### src/hdl/tpse_pkg.sv
// shared constants and types of the tooth period speed estimator
`timescale 1ns / 1ps

package tpse_pkg;

  localparam int PERIOD_CAP     = 500000;
  localparam int PERIOD_FLOOR   = 1000;
  localparam int SPEED_DIVIDEND = 1000000;
  localparam int SPEED_FLOOR    = -500;
  localparam int SPEED_CEIL     = 1000;
  localparam int MIN_PERIODS    = 2;

  // capped period fits 19 bits, quotient of dividend by floored period fits 10 bits
  localparam int PER_W  = 19;
  localparam int QUOT_W = 10;
  localparam int SPD_W  = 11;
  localparam int CNT_W  = $clog2(QUOT_W);

  // upper dividend bits stay below the period floor, so their quotient bits are zero
  localparam logic [PER_W-1:0]  DIV_PRELOAD = PER_W'(SPEED_DIVIDEND >> QUOT_W);
  localparam logic [QUOT_W-1:0] DIV_LOW     = QUOT_W'(SPEED_DIVIDEND);

  typedef struct packed {
    logic              done;
    logic [QUOT_W-1:0] quot;
  } div_res_t;

endpackage

### src/hdl/tpse_div.sv
// bit-serial restoring divider: fixed speed dividend over the tooth period
`timescale 1ns / 1ps

module tpse_div
  import tpse_pkg::*;
(
  input  logic             clk_i,
  input  logic             rst_ni,
  input  logic             start_i,
  input  logic [PER_W-1:0] divisor_i,
  output div_res_t         res_o
);

  logic              busy_q;
  logic              done_q;
  logic [CNT_W-1:0]  cnt_q;
  logic [PER_W-1:0]  rem_q;
  logic [PER_W-1:0]  dsr_q;
  logic [QUOT_W-1:0] dvd_q;
  logic [QUOT_W-1:0] quot_q;

  logic [PER_W:0]   trial;
  logic             fits;
  logic [PER_W-1:0] rem_d;

  // shift in one dividend bit, trial subtract
  assign trial = {rem_q, dvd_q[QUOT_W-1]};
  assign fits  = trial >= {1'b0, dsr_q};
  assign rem_d = fits ? PER_W'(trial - {1'b0, dsr_q}) : trial[PER_W-1:0];

  always_ff @(posedge clk_i or negedge rst_ni) begin
    if (!rst_ni) begin
      busy_q <= 1'b0;
      done_q <= 1'b0;
      cnt_q  <= '0;
    end else begin
      // done pulses for one cycle after the last quotient bit
      done_q <= busy_q && !start_i && (cnt_q == CNT_W'(QUOT_W - 1));
      if (start_i) begin
        busy_q <= 1'b1;
        cnt_q  <= '0;
      end else if (busy_q) begin
        cnt_q <= cnt_q + CNT_W'(1);
        if (cnt_q == CNT_W'(QUOT_W - 1)) begin
          busy_q <= 1'b0;
        end
      end
    end
  end

  always_ff @(posedge clk_i) begin
    if (start_i) begin
      rem_q  <= DIV_PRELOAD;
      dsr_q  <= divisor_i;
      dvd_q  <= DIV_LOW;
      quot_q <= '0;
    end else if (busy_q) begin
      rem_q  <= rem_d;
      dvd_q  <= {dvd_q[QUOT_W-2:0], 1'b0};
      quot_q <= {quot_q[QUOT_W-2:0], fits};
    end
  end

  assign res_o.done = done_q;
  assign res_o.quot = quot_q;

endmodule

### src/hdl/tooth_period_speed_estimator.sv
// top level of the tooth period speed estimator
`timescale 1ns / 1ps

// usage
// - input channel in_valid_i / in_stall_o carries one beat per tooth event: fill counts,
//   status flags, raw speed, low-speed threshold, two tooth periods and direction
// - output channel out_valid_o / out_stall_i returns one beat per input beat, in order
// - cfg_we_i writes cfg_wdata_i into the phase fill threshold; write only while idle
// - an input beat is taken only in idle; in_stall_o stays high while one beat is in work
// - an accepted beat passes through the setup state, the divider over 10 quotient bits,
//   the state that sees the divider done and the final state that loads the output;
//   the next beat is taken only back in idle; the bit-serial divider produces one
//   quotient bit per cycle
// - the output register holds a finished beat while the receiver stalls; the next beat
//   can be accepted meanwhile, and its result waits in the final state until the
//   output register frees up
// - reset clears the validity latch, the threshold, the state and out_valid_o
module tooth_period_speed_estimator
  import tpse_pkg::*;
(
  input  logic                    clk_i,
  input  logic                    rst_ni,
  // configuration
  input  logic                    cfg_we_i,
  input  logic [7:0]              cfg_wdata_i,
  // input channel
  input  logic                    in_valid_i,
  output logic                    in_stall_o,
  input  logic [7:0]              tooth_fill_count_i,
  input  logic [7:0]              time_fill_count_i,
  input  logic                    calc_enable_i,
  input  logic                    last_period_valid_i,
  input  logic                    first_calc_i,
  input  logic signed [15:0]      raw_speed_i,
  input  logic signed [15:0]      low_speed_threshold_i,
  input  logic [31:0]             latest_period_i,
  input  logic [31:0]             previous_period_i,
  input  logic                    forward_rotation_i,
  // output channel
  output logic                    out_valid_o,
  input  logic                    out_stall_i,
  output logic signed [SPD_W-1:0] period_speed_o,
  output logic                    cell_valid_o,
  output logic signed [SPD_W-1:0] corrected_speed_o,
  output logic                    corrected_valid_o
);

  typedef enum logic [1:0] {
    ST_IDLE,
    ST_PREP,
    ST_CALC,
    ST_FIN
  } state_e;

  state_e state_q;

  logic [7:0] phase_thr_q;
  logic       latch_q;

  // per-beat working registers
  logic [PER_W-1:0]       p_new_q;
  logic [PER_W-1:0]       p_old_q;
  logic signed [SPD_W-1:0] raw_cl_q;
  logic                   fwd_q;
  logic                   cell_q;
  logic                   enough_q;

  // output register
  logic                   out_valid_q;
  logic signed [SPD_W-1:0] pspeed_q;
  logic                   cell_out_q;
  logic signed [SPD_W-1:0] corr_q;
  logic                   corr_valid_q;

  logic                    in_acc;
  logic                    out_free;
  logic                    qualified;
  logic                    below_thr;
  logic [PER_W-1:0]        p_new_d;
  logic [PER_W-1:0]        p_old_d;
  logic signed [SPD_W-1:0] raw_cl_d;
  logic [PER_W-1:0]        pmin;
  logic [PER_W-1:0]        divisor;
  logic                    div_start;
  div_res_t                div_res;
  logic signed [SPD_W-1:0] pspeed_d;
  logic signed [SPD_W-1:0] corr_d;

  assign in_stall_o = (state_q != ST_IDLE);
  assign in_acc     = in_valid_i && !in_stall_o;
  assign out_free   = !out_valid_q || !out_stall_i;

  // raw speed qualification and latch clear condition
  assign qualified = (tooth_fill_count_i > phase_thr_q) && calc_enable_i
                     && last_period_valid_i && !first_calc_i;
  assign below_thr = raw_speed_i < low_speed_threshold_i;

  // periods capped at accept
  assign p_new_d = (latest_period_i > 32'(PERIOD_CAP)) ? PER_W'(PERIOD_CAP)
                                                       : latest_period_i[PER_W-1:0];
  assign p_old_d = (previous_period_i > 32'(PERIOD_CAP)) ? PER_W'(PERIOD_CAP)
                                                         : previous_period_i[PER_W-1:0];

  // raw speed saturated to the output range
  always_comb begin
    if (int'(raw_speed_i) < SPEED_FLOOR) begin
      raw_cl_d = SPD_W'(SPEED_FLOOR);
    end else if (int'(raw_speed_i) > SPEED_CEIL) begin
      raw_cl_d = SPD_W'(SPEED_CEIL);
    end else begin
      raw_cl_d = raw_speed_i[SPD_W-1:0];
    end
  end

  // smaller period, floored, is the divisor
  assign pmin      = (p_new_q < p_old_q) ? p_new_q : p_old_q;
  assign divisor   = (pmin < PER_W'(PERIOD_FLOOR)) ? PER_W'(PERIOD_FLOOR) : pmin;
  assign div_start = (state_q == ST_PREP);

  tpse_div u_div (
    .clk_i     (clk_i),
    .rst_ni    (rst_ni),
    .start_i   (div_start),
    .divisor_i (divisor),
    .res_o     (div_res)
  );

  // sign by direction, floor for reverse rotation
  always_comb begin
    if (fwd_q) begin
      pspeed_d = SPD_W'({1'b0, div_res.quot});
    end else if (div_res.quot > QUOT_W'(-SPEED_FLOOR)) begin
      pspeed_d = SPD_W'(SPEED_FLOOR);
    end else begin
      pspeed_d = SPD_W'(0) - SPD_W'({1'b0, div_res.quot});
    end
  end

  // period speed already lies inside the clamp range
  always_comb begin
    if (cell_q) begin
      corr_d = raw_cl_q;
    end else if (enough_q) begin
      corr_d = pspeed_d;
    end else begin
      corr_d = '0;
    end
  end

  always_ff @(posedge clk_i or negedge rst_ni) begin
    if (!rst_ni) begin
      state_q     <= ST_IDLE;
      phase_thr_q <= '0;
      latch_q     <= 1'b0;
      out_valid_q <= 1'b0;
    end else begin
      if (cfg_we_i) begin
        phase_thr_q <= cfg_wdata_i;
      end
      // load a finished beat, else drop the one the receiver took
      if (state_q == ST_FIN && out_free) begin
        out_valid_q <= 1'b1;
      end else if (!out_stall_i) begin
        out_valid_q <= 1'b0;
      end
      case (state_q)
        ST_IDLE: begin
          if (in_acc) begin
            // clearing wins over setting
            if (qualified && below_thr) begin
              latch_q <= 1'b0;
            end else if (first_calc_i) begin
              latch_q <= 1'b1;
            end
            state_q <= ST_PREP;
          end
        end
        ST_PREP: begin
          state_q <= ST_CALC;
        end
        ST_CALC: begin
          if (div_res.done) begin
            state_q <= ST_FIN;
          end
        end
        ST_FIN: begin
          if (out_free) begin
            state_q <= ST_IDLE;
          end
        end
        default: begin
          state_q <= ST_IDLE;
        end
      endcase
    end
  end

  // payload registers
  always_ff @(posedge clk_i) begin
    if (in_acc) begin
      p_new_q  <= p_new_d;
      p_old_q  <= p_old_d;
      raw_cl_q <= raw_cl_d;
      fwd_q    <= forward_rotation_i;
      // latch is unchanged for a qualified beat unless it clears
      cell_q   <= qualified && !below_thr && latch_q;
      enough_q <= time_fill_count_i >= 8'(MIN_PERIODS);
    end
    if (state_q == ST_FIN && out_free) begin
      pspeed_q     <= pspeed_d;
      cell_out_q   <= cell_q;
      corr_q       <= corr_d;
      corr_valid_q <= cell_q || enough_q;
    end
  end

  assign out_valid_o       = out_valid_q;
  assign period_speed_o    = pspeed_q;
  assign cell_valid_o      = cell_out_q;
  assign corrected_speed_o = corr_q;
  assign corrected_valid_o = corr_valid_q;

  // an accepted beat keeps the input side stalled for the next cycle
  a_busy_after_accept: assert property (@(posedge clk_i) disable iff (!rst_ni)
    in_valid_i && !in_stall_o |=> in_stall_o)
    else $error("input not stalled after accept");

  // a valid cell always makes the corrected speed valid
  a_cell_implies_valid: assert property (@(posedge clk_i) disable iff (!rst_ni)
    out_valid_o && cell_valid_o |-> corrected_valid_o)
    else $error("cell valid without corrected valid");

  // an invalid corrected speed is zero
  a_invalid_zero: assert property (@(posedge clk_i) disable iff (!rst_ni)
    out_valid_o && !corrected_valid_o |-> corrected_speed_o == '0)
    else $error("invalid corrected speed not zero");

  // period speed stays inside its range
  a_pspeed_range: assert property (@(posedge clk_i) disable iff (!rst_ni)
    out_valid_o |-> (int'(period_speed_o) >= SPEED_FLOOR)
                    && (int'(period_speed_o) <= SPEED_CEIL))
    else $error("period speed out of range");

endmodule

### config.mk
export PLATFORM = sky130hd
export DESIGN_NAME = tooth_period_speed_estimator
export DESIGN_NICKNAME = d
export VERILOG_FILES = /design/src/hdl/tpse_pkg.sv /design/src/hdl/tpse_div.sv /design/src/hdl/tooth_period_speed_estimator.sv
export SDC_FILE = /design/constraint.sdc
export NUM_CORES = 1
export LEC_CHECK = 0
export BUFFER_PORTS_ARGS = -buffer_cell sky130_fd_sc_hd__buf_4
export CORE_MARGIN = 4
export CORE_UTILIZATION = 61
export DETAILED_ROUTE_END_ITERATION = 16
export GPL_TIMING_DRIVEN = 0
export PLACE_DENSITY_LB_ADDON = 0.25
export REMOVE_ABC_BUFFERS = 1
export SKIP_CTS_REPAIR_TIMING = 1
export SLEW_MARGIN = 15
export SYNTH_ARGS = -nofsm -noshare
export SYNTH_HDL_FRONTEND = slang
export SYNTH_HIERARCHICAL = 1
export SYNTH_SLANG_ARGS = --single-unit
### constraint.sdc
create_clock -name clk_i -period 4.09 [get_ports clk_i]
set_input_delay 0.818 -clock clk_i [delete_from_list [all_inputs] [get_ports clk_i]]
set_output_delay 0.818 -clock clk_i [all_outputs]
set_load 0.1 [all_outputs]
* Word-level counts from Yosys, hierarchy flattened
Cells that the tools add are included.
W data, S select, Z words.
** Storage, ports and cells
- Register bits :: 146
- Logic and storage cells :: 89
- Output and inout bits :: 26
- Bits of input ports :: 129
** Cells by class
- Mux-type cells :: 20
- $lt $le $gt $ge :: 11
- Reduce and logical (&&, ||, !) cells :: 25
- Add/subtract/negate cells :: 3
- Equal/unequal tests :: 8
** Operators with widths (number)
- $gt A32 B19 Y1 const B :: 2
- $mux W11 :: 5
- $mux W19 :: 2
- $ge A20 B19 Y1 :: 1
- $lt A19 B10 Y1 const B :: 1
- $lt A19 B19 Y1 :: 1
- $sub A19 B19 Y19 :: 1
- $gt A16 B11 Y1 const B :: 1
- $lt A16 B10 Y1 const B :: 1
- $lt A16 B16 Y1 :: 1
- $sub A1 B10 Y11 const A :: 1
- $gt A10 B9 Y1 const B :: 1
- $logic_and A1 B1 Y1 :: 10
- $ge A8 B2 Y1 const B :: 1
- $gt A8 B8 Y1 :: 1
- $mux W4 :: 2
- $pmux W2 S4 :: 1
- $mux W1 :: 7
- $logic_not A1 Y1 :: 6
- $mux W2 :: 3
- $reduce_and A3 Y1 :: 2
- $reduce_bool A2 Y1 :: 3
- $add A4 B1 Y4 const B :: 1
- $eq A2 B2 Y1 const B :: 2
- other kinds (7) :: 10

* Longest topological paths before layout
Gate-level depths: netlist of the first run.
- Depth after elaboration :: 7
- Depth in mapped cells :: 11
- Mapped depth without buffers :: 10

* By module
The synthesis of the first run kept the hierarchy.
** By module, submodules not included
- tooth_period_speed_estimator :: area an instance 5280.1 µm², cells each 486, instances 1, seq. area each 2582.5 µm²
- tpse_div :: area an instance 3354.5 µm², cells each 363, instances 1, seq. area each 1381.3 µm²

* Worst setup path before layout of the first run
OpenSTA, ideal clock, no wires.
- Path type :: reg-to-reg
- From :: register out_valid_q (netlist: out_valid_o)
- To :: register cell_out_q (netlist: cell_valid_o), enable pin
- Clock period less this slack :: 3137 ps
- Data arrival time :: 2695 ps
- Data required time :: 3648 ps
- Cell stages (with the launch flop) :: 2
- Library setup time :: 442 ps
- Path buffers :: 0
- Slack :: 953 ps
- Path through :: dfrtp_1 > a21boi_0
** Between the ends
- Longest elaborated chain between the ends :: 3
** RTL lines
- start, declared :: line tooth_period_speed_estimator.sv:69 : logic out_valid_q;
- start signal, assigned :: line tooth_period_speed_estimator.sv:155 : out_valid_q <= 1'b0;
- start signal, assigned :: line tooth_period_speed_estimator.sv:162 : out_valid_q <= 1'b1;
- start signal, assigned :: line tooth_period_speed_estimator.sv:164 : out_valid_q <= 1'b0;
- $logic_not A1 Y1 :: line tooth_period_speed_estimator.sv:91 : assign out_free = !out_valid_q || !out_stall_i;
- $logic_or A1 B1 Y1 :: line tooth_period_speed_estimator.sv:91
- $logic_and A1 B1 Y1 :: line tooth_period_speed_estimator.sv:209 : if (state_q == ST_FIN && out_free) begin
- end signal, assigned :: line tooth_period_speed_estimator.sv:211 : cell_out_q <= cell_q;
- end, declared :: line tooth_period_speed_estimator.sv:71 : logic cell_out_q;
Every way passes these cells.
A chain may end at the register's enable or synchronous reset.

* Worst setup path after layout of the first run
- From :: register p_new_q[8]
- To :: register u_div.dsr_q[10] (data pin)
** Between the ends
- Longest elaborated chain between the ends :: 3
** RTL lines
- start, declared :: line tooth_period_speed_estimator.sv:61 : logic [PER_W-1:0] p_new_q;
- start signal, assigned :: line tooth_period_speed_estimator.sv:201 : p_new_q <= p_new_d;
- $lt A19 B19 Y1 :: line tooth_period_speed_estimator.sv:116 : assign pmin = (p_new_q < p_old_q) ? p_new_q : p_old_q;
- $mux W19 (*) :: line tooth_period_speed_estimator.sv:116
- $lt A19 B10 Y1 :: line tooth_period_speed_estimator.sv:117 : assign divisor = (pmin < PER_W'(PERIOD_FLOOR)) ? PER_W'(PERIOD_FLOOR) : pmin;
- end signal, assigned :: line tpse_div.sv:54 : dsr_q <= divisor_i;
- end, declared :: line tpse_div.sv:18 : logic [PER_W-1:0] dsr_q;
Mark *: on every way between the ends. The rest lies on a longest branch, timed or not.

==> impl_metrics.xml, run 1 <==
<?xml version="1.0" encoding="UTF-8"?>
<metrics>
  <group name="worst_setup_path">
    <metric name="cp.arrival" unit="ns">3.09</metric>
    <metric name="worst_setup_path_startpoint" unit="">p_new_q[8]$_SDFFCE_PN1P_</metric>
    <metric name="crit_path_cell_trace" unit="">ha_1, a21o_1, nand3_1, a211oi_1, a2111oi_0, o21ai_2, mux2_1</metric>
    <metric name="worst_r2r_startpoint" unit="">p_new_q[8]$_SDFFCE_PN1P_</metric>
    <metric name="critical_path.endpoint_type" unit="">flop</metric>
    <metric name="max_stage_delay" unit="ns">0.60</metric>
    <metric name="critPathRequiredTime" unit="ns">4.25</metric>
    <metric name="cell_at_the_slowest_stage_of_the_critical_path" unit="">sky130_fd_sc_hd__a2111oi_0</metric>
    <metric name="critical_path.startpoint_type" unit="">flop</metric>
    <metric name="worstSetupPathType" unit="">reg2reg</metric>
    <metric name="crit_fanout" unit="">19</metric>
  </group>
  <group name="yosys">
    <metric name="share_of_the_synthesized_area_in_the_top_cell_type" unit="%">33.04</metric>
    <metric name="synth_top_flop_cell" unit="">sky130_fd_sc_hd__edfxtp_1</metric>
    <metric name="synth.cell_area" unit="um^2">8635</metric>
    <metric name="postSynthRegisterBits" unit="">146</metric>
    <metric name="yosys.cell_types.count" unit="">72</metric>
    <metric name="synth-edff-count" unit="">95</metric>
    <metric name="yosys-top-cells-area" unit="">sky130_fd_sc_hd__edfxtp_1 (33%), sky130_fd_sc_hd__ha_1 (9.9%), sky130_fd_sc_hd__dfxtp_1 (7.7%), sky130_fd_sc_hd__dfrtp_1 (5.2%), sky130_fd_sc_hd__inv_1 (3.4%)</metric>
    <metric name="ys_warn_count" unit="">6</metric>
    <metric name="cell_count_after_synthesis" unit="">849</metric>
    <metric name="synth.yosys.seq_area_share" unit="%">45.91</metric>
    <metric name="synth_top_area_cell" unit="">sky130_fd_sc_hd__edfxtp_1</metric>
    <metric name="ys_async_sr_fraction" unit="%">12.33</metric>
    <metric name="postSynthAreaPerCell" unit="um^2">10.17</metric>
  </group>
  <group name="drt">
    <metric name="drc" unit="">0</metric>
    <metric name="routed.top_layer" unit="">met4</metric>
    <metric name="routedWlPerCell" unit="um">17.35</metric>
    <metric name="drt_iter0_markers" unit="">524</metric>
    <metric name="drt-pass1-iter-count" unit="">5</metric>
    <metric name="post_drt_via_cell_ratio" unit="">5.832</metric>
    <metric name="total_routed_wirelength" unit="um">20700</metric>
    <metric name="drtAntennaViolNets" unit="">0</metric>
    <metric name="met3_wirelength" unit="um">1423</metric>
    <metric name="via_count" unit="">6958</metric>
    <metric name="dr_wl_met2" unit="um">10310</metric>
    <metric name="met1_length" unit="um">8574</metric>
  </group>
  <group name="final_layout">
    <metric name="final_nets" unit="">1198</metric>
    <metric name="final_common_cell" unit="">sky130_fd_sc_hd__buf_4</metric>
    <metric name="final_core_util" unit="%">76.11</metric>
    <metric name="insertedDiodeCount" unit="">0</metric>
    <metric name="ratio_of_cells_with_drive_above_1_in_the_final_layout" unit="%">22.80</metric>
    <metric name="areaGrowthSynthToFinish" unit="%">22.36</metric>
    <metric name="fillCellCount" unit="">945</metric>
    <metric name="final_area" unit="um^2">10570</metric>
    <metric name="final_cell_mix" unit="">sky130_fd_sc_hd__buf_4 (153), sky130_fd_sc_hd__edfxtp_1 (95), sky130_fd_sc_hd__inv_1 (79)</metric>
  </group>
  <group name="floorplan">
    <metric name="num_io_pins" unit="">155</metric>
    <metric name="chipHeight" unit="um">127.0</metric>
    <metric name="num_rows" unit="">43</metric>
    <metric name="design.die.area" unit="um^2">16120</metric>
    <metric name="core_area" unit="um^2">13880</metric>
    <metric name="dieWidth" unit="um">127.0</metric>
    <metric name="floorplan.initialDensity" unit="%">62.20</metric>
  </group>
  <group name="power_and_ir_drop">
    <metric name="vdd_ir_drop_max" unit="mV">0.4411</metric>
    <metric name="p_total" unit="W">0.007950</metric>
    <metric name="p_leak" unit="nW">4.693</metric>
    <metric name="power-per-cell-area" unit="nW/um^2">752.5</metric>
  </group>
  <group name="clocking">
    <metric name="number_of_cts_inserted_buffers" unit="">17</metric>
    <metric name="ctsRootBufferMaster" unit="">sky130_fd_sc_hd__clkbuf_16</metric>
    <metric name="number_of_sinks_driven_by_the_clock_tree" unit="">146</metric>
    <metric name="clock_insertion_delay_worst_skew" unit="ns">0.43</metric>
    <metric name="tritoncts" unit="">yes</metric>
    <metric name="path_clk_slew" unit="ns">0.07</metric>
    <metric name="cts_max_level" unit="">4</metric>
    <metric name="cts_buffer_depth" unit="">2</metric>
  </group>
  <group name="place">
    <metric name="hpwl" unit="um">15470</metric>
    <metric name="dpl_cell_area" unit="um^2">9975</metric>
    <metric name="port_buffers" unit="">153</metric>
    <metric name="gp_congestion" unit="">0.9805</metric>
  </group>
  <group name="sta">
    <metric name="rsz0062_at_grt" unit="">no</metric>
    <metric name="worst_clock_skew" unit="ns">0.01250</metric>
    <metric name="timing_hold_violations_final" unit="">0</metric>
    <metric name="worst_slew_margin_rel" unit="%">27.00</metric>
    <metric name="timing.final.max_slew_violations" unit="">0</metric>
    <metric name="final_min_period_over_clock_period" unit="%">71.63</metric>
    <metric name="fmax" unit="MHz">341.3</metric>
    <metric name="transition_time_at_the_pin_with_the_least_slew_margin" unit="ns">1.095</metric>
    <metric name="min_period" unit="ns">2.930</metric>
    <metric name="setup-tns-final" unit="ns">0</metric>
    <metric name="report.final.setup_viol" unit="">0</metric>
  </group>
  <group name="global_route">
    <metric name="global_route.overflow_total" unit="">0</metric>
    <metric name="grt_pass1_vias" unit="">6961</metric>
    <metric name="grt_antenna_before_repair" unit="">0</metric>
    <metric name="grt_pass1_wl" unit="um">33830</metric>
    <metric name="grt_start_max_net_pins" unit="">38</metric>
    <metric name="global_route.usage.total" unit="%">26.11</metric>
  </group>
  <group name="outcome">
    <metric name="run_status" unit="">finished clean</metric>
  </group>
  <group name="flow_run">
    <metric name="drv_cap" unit="">0</metric>
  </group>
  <group name="min_path">
    <metric name="min-delay-path-class" unit="">in2async</metric>
  </group>
</metrics>
[metrics by stage]
stage                     hold slack (ns)  std cells  worst slack, ns
after global routing               0.2589       1193           0.9372
after floorplan                    0.4303        824           0.9534
after global placement             0.4394       1157         -0.04117
final                              0.2587       1193            1.160
after detailed placement           0.4673       1161            1.246
after CTS                          0.2486       1193            1.203
[layer usage]
layer  vias to the layer above  global-route usage (%)
met5                         -                       0
met4                         0                   8.076
met1                      3252                   33.29
met3                        41                   6.062
met2                       276                   44.46
li1                       3389                       -
[power by group]
part           switching, W  internal, W
clock              0.000670     0.000870
combinational       0.00257      0.00139
sequential         0.000317      0.00213
total               0.00356      0.00439
[registers in the layout, summed over array words and instances (netlist names), 2 cells and up]
name,flops
corrected_speed_o,11
p_new_q,19
p_old_q,19
period_speed_o,11
phase_thr_q,8
raw_cl_q,11
state_q,2
u_div/cnt_q,4
u_div/dsr_q,19
u_div/dvd_q,4
u_div/quot_q,10
u_div/rem_q,19
[area by class of cell]
cell class / count / area [um^2] / area share [%]
flip-flops and latches: 146 / 3965 / 37.53
clock buffers: 17 / 425.4 / 4.027
repair buffers: 157 / 1229 / 11.63
inverters: 80 / 300.3 / 2.842
clock inverters: 15 / 165.2 / 1.563
well taps: 180 / 225.2 / 2.132
multi-input cells: 598 / 4255 / 40.28
[synthesized netlist by cell type (all sizes together) (4+ instances only)]
master   instances
a2111oi          5
a211o            7
a211oi           9
a21o            18
a21oi           40
a22o            11
a311oi           6
a31oi            5
and2            27
buf             13
clkbuf          12
dfrtp           18
dfxtp           33
edfxtp          95
ha              68
inv             80
mux2            12
mux2i           29
nand2           73
nand2b           9
nand3           24
nand4           18
nor2            75
nor2b            5
nor3            18
nor4             9
o211ai           9
o21a             6
o21ai           31
o21bai           5
o31a             5
or2             11
or3             10
or4              4
xnor2            9
xor2             9
[path summary, 6_finish.rpt]
check / depth (start not counted) / to / slack [ns]
min in group clk_i: 2 / u_div/rem_q[18]$_SDFFE_PP0P_ / 0.48
hold / removal: 1 / phase_thr_q[2]$_DFFE_PN0P_ / 0.26
hold reg to reg: 2 / u_div/rem_q[18]$_SDFFE_PP0P_ / 0.48
setup / recovery: 7 / u_div/dsr_q[10]$_DFFE_PP_ / 1.16
max in group asynchronous: 1 / u_div/busy_q$_DFF_PN0_ / 3.58
setup reg to reg: 7 / u_div/dsr_q[10]$_DFFE_PP_ / 1.16
[cells by family (layout without fill, tap and decap cells)]
| logic type | Yosys count | count (layout) | synth area share, % |
|---|---|---|---|
| simple gates | 292 | 292 | 17.13 |
| xor+xnor | 18 | 18 | 1.826 |
| fa+ha+maj | 69 | 69 | 10.09 |
| compound gates | 178 | 178 | 15.14 |
| mux | 41 | 41 | 4.927 |
| flops | 146 | 146 | 45.91 |
| buf+inv | 105 | 269 | 4.985 |
[worst max-delay path: cells and delay by family, from the launching register on]
family / cells / cell delay, ns
multiplexers: 1 / 0.47
AND/OR/NAND/NOR: 1 / 0.08
AO/OA/AOI/OAI: 4 / 1.33
adder cells (fa/ha/maj): 1 / 0.34
flip-flops: 1 / 0.45
No activity file was read; power rests on OpenSTA's default activity.
==> run 2, diff against run 1 <==
- CORE_UTILIZATION: 61 -> 57
- clock period: 4.09 -> 2.75 ns (I/O delays scaled with it)
==> impl_metrics.xml, run 2 (synthesis results as in run 1) <==
<?xml version="1.0" encoding="UTF-8"?>
<metrics>
  <group name="floorplan">
    <metric name="num_rows" unit="">44</metric>
    <metric name="floorplan.initialDensity" unit="%">58.74</metric>
    <metric name="dieWidth" unit="um">131.1</metric>
    <metric name="chipHeight" unit="um">131.1</metric>
    <metric name="core_area" unit="um^2">14700</metric>
    <metric name="design.die.area" unit="um^2">17180</metric>
    <metric name="num_io_pins" unit="">155</metric>
  </group>
  <group name="final_layout">
    <metric name="final_cell_mix" unit="">sky130_fd_sc_hd__buf_4 (160), sky130_fd_sc_hd__edfxtp_1 (95), sky130_fd_sc_hd__inv_1 (79)</metric>
    <metric name="ratio_of_cells_with_drive_above_1_in_the_final_layout" unit="%">23.93</metric>
    <metric name="final_common_cell" unit="">sky130_fd_sc_hd__buf_4</metric>
    <metric name="areaGrowthSynthToFinish" unit="%">24.34</metric>
    <metric name="final_area" unit="um^2">10740</metric>
    <metric name="final_nets" unit="">1209</metric>
    <metric name="final_cell_count_without_fillers" unit="">1208</metric>
    <metric name="final_core_util" unit="%">73.04</metric>
    <metric name="insertedDiodeCount" unit="">0</metric>
  </group>
  <group name="clocking">
    <metric name="number_of_sinks_driven_by_the_clock_tree" unit="">146</metric>
    <metric name="clock_insertion_delay_worst_skew" unit="ns">0.42</metric>
    <metric name="path_clk_slew" unit="ns">0.07</metric>
    <metric name="ctsRootBufferMaster" unit="">sky130_fd_sc_hd__clkbuf_16</metric>
    <metric name="cts_buffer_depth" unit="">2</metric>
    <metric name="tritoncts" unit="">yes</metric>
    <metric name="cts_max_level" unit="">4</metric>
    <metric name="number_of_cts_inserted_buffers" unit="">17</metric>
  </group>
  <group name="global_route">
    <metric name="grt_start_max_net_pins" unit="">40</metric>
    <metric name="global_route.usage.total" unit="%">23.58</metric>
    <metric name="global_route.overflow_total" unit="">0</metric>
    <metric name="grt_pass1_vias" unit="">6741</metric>
    <metric name="grt_pass1_wl" unit="um">31800</metric>
    <metric name="grt_antenna_before_repair" unit="">0</metric>
  </group>
  <group name="drt">
    <metric name="drc" unit="">0</metric>
    <metric name="via_count" unit="">6954</metric>
    <metric name="drt_iter0_markers" unit="">631</metric>
    <metric name="routedWlPerCell" unit="um">16.78</metric>
    <metric name="drtAntennaViolNets" unit="">0</metric>
    <metric name="post_drt_via_cell_ratio" unit="">5.757</metric>
    <metric name="drt-pass1-iter-count" unit="">5</metric>
    <metric name="total_routed_wirelength" unit="um">20270</metric>
  </group>
  <group name="sta">
    <metric name="worst_clock_skew" unit="ns">0.01102</metric>
    <metric name="fmax" unit="MHz">386.3</metric>
    <metric name="min_period" unit="ns">2.588</metric>
    <metric name="timing_hold_violations_final" unit="">0</metric>
    <metric name="final_min_period_over_clock_period" unit="%">94.12</metric>
    <metric name="timing.final.max_slew_violations" unit="">0</metric>
    <metric name="final.setup.worst_slack" unit="ns">0.1616</metric>
    <metric name="report.final.setup_viol" unit="">0</metric>
    <metric name="worst_slew_margin_rel" unit="%">48.74</metric>
    <metric name="transition_time_at_the_pin_with_the_least_slew_margin" unit="ns">0.7674</metric>
    <metric name="hold_slack" unit="ns">0.006535</metric>
  </group>
  <group name="worst_setup_path">
    <metric name="critical_path.startpoint_type" unit="">flop</metric>
    <metric name="cp.arrival" unit="ns">2.92</metric>
    <metric name="worstSetupPathType" unit="">reg2reg</metric>
    <metric name="critPathRequiredTime" unit="ns">3.08</metric>
    <metric name="crit_fanout" unit="">7</metric>
    <metric name="critical_path.endpoint_type" unit="">flop</metric>
  </group>
  <group name="power_and_ir_drop">
    <metric name="vdd_ir_drop_max" unit="mV">0.7098</metric>
    <metric name="p_leak" unit="nW">4.769</metric>
    <metric name="power-per-cell-area" unit="nW/um^2">1116</metric>
  </group>
  <group name="place">
    <metric name="dpl_worst_slack" unit="ns">-0.1178</metric>
    <metric name="dp.cells" unit="">1165</metric>
    <metric name="port_buffers" unit="">153</metric>
    <metric name="hpwl" unit="um">15080</metric>
    <metric name="gp_congestion" unit="">0.9290</metric>
    <metric name="dpl_cell_area" unit="um^2">9987</metric>
  </group>
  <group name="flow_run">
    <metric name="drv_cap" unit="">0</metric>
  </group>
  <group name="min_path">
    <metric name="min-delay-path-class" unit="">in2async</metric>
  </group>
  <group name="outcome">
    <metric name="run_status" unit="">finished clean</metric>
  </group>
</metrics>
## run 2: power breakdown
| part | switching (W) | internal, W |
|---|---|---|
| Clock | 0.000964 | 0.00127 |
| Combinational | 0.00390 | 0.00222 |
| Sequential | 0.000450 | 0.00317 |
| Total | 0.00532 | 0.00666 |
## run 2: metal layers
metal | global-route usage [%] | vias to the layer above | wire (um)
li1 | - | 3424 | -
met1 | 30.08 | 3257 | 8513
met2 | 39.07 | 246 | 10030
met3 | 6.686 | 27 | 1401
met4 | 7.381 | 0 | 327
met5 | 0 | - | 0
## run 2: cell type report
class | instances | area, um^2
sequential | 146 | 3965
clock inverter | 15 | 146.4
timing repair buffer | 166 | 1329
fill | 1009 | 3963
multi-input combinational | 600 | 4340
clock buffer | 17 | 425.4
tap | 184 | 230.2
inverter | 80 | 300.3
## run 2: critical path, cell delays in order (launching register included)
cell                       delay [ns]
sky130_fd_sc_hd__edfxtp_1        0.38
sky130_fd_sc_hd__ha_1            0.24
sky130_fd_sc_hd__fa_1            0.40
sky130_fd_sc_hd__nand2b_4        0.18
sky130_fd_sc_hd__a211oi_4        0.27
sky130_fd_sc_hd__buf_4           0.17
sky130_fd_sc_hd__o311ai_4        0.15
sky130_fd_sc_hd__o211ai_4        0.20
sky130_fd_sc_hd__buf_4           0.19
sky130_fd_sc_hd__nand3_2         0.07
sky130_fd_sc_hd__a311oi_2        0.26
## run 2: final timing paths
| check | cells after the start | from | to | slack, ns |
|---|---|---|---|---|
| worst min-delay path | 1 | rst_ni | out_valid_o$_DFFE_PN0P_ | 0.007 |
| worst max register to register | 10 | u_div/dsr_q[0]$_DFFE_PP_ | u_div/rem_q[5]$_SDFFE_PP0P_ | 0.16 |
| max in group asynchronous | 1 | rst_ni | u_div/busy_q$_DFF_PN0_ | 2.49 |
| min in group clk_i | 1 | forward_rotation_i | fwd_q$_DFFE_PP_ | 0.31 |
| worst max-delay path | 10 | u_div/dsr_q[0]$_DFFE_PP_ | u_div/rem_q[5]$_SDFFE_PP0P_ | 0.16 |
| worst min register to register | 1 | u_div/dvd_q[6]$_SDFFE_PP1P_ | u_div/dvd_q[6]$_SDFFE_PP1P_ | 0.46 |
## run 2: per-stage QoR
stage          power, W  setup TNS [ns]
2_1_floorplan  0.007963          -9.278
3_3_place_gp   0.009186          -30.40
3_5_place_dp   0.009405          -1.438
4_1_cts         0.01168          -1.738
5_1_grt         0.01270       -0.003391
6_report        0.01198               0
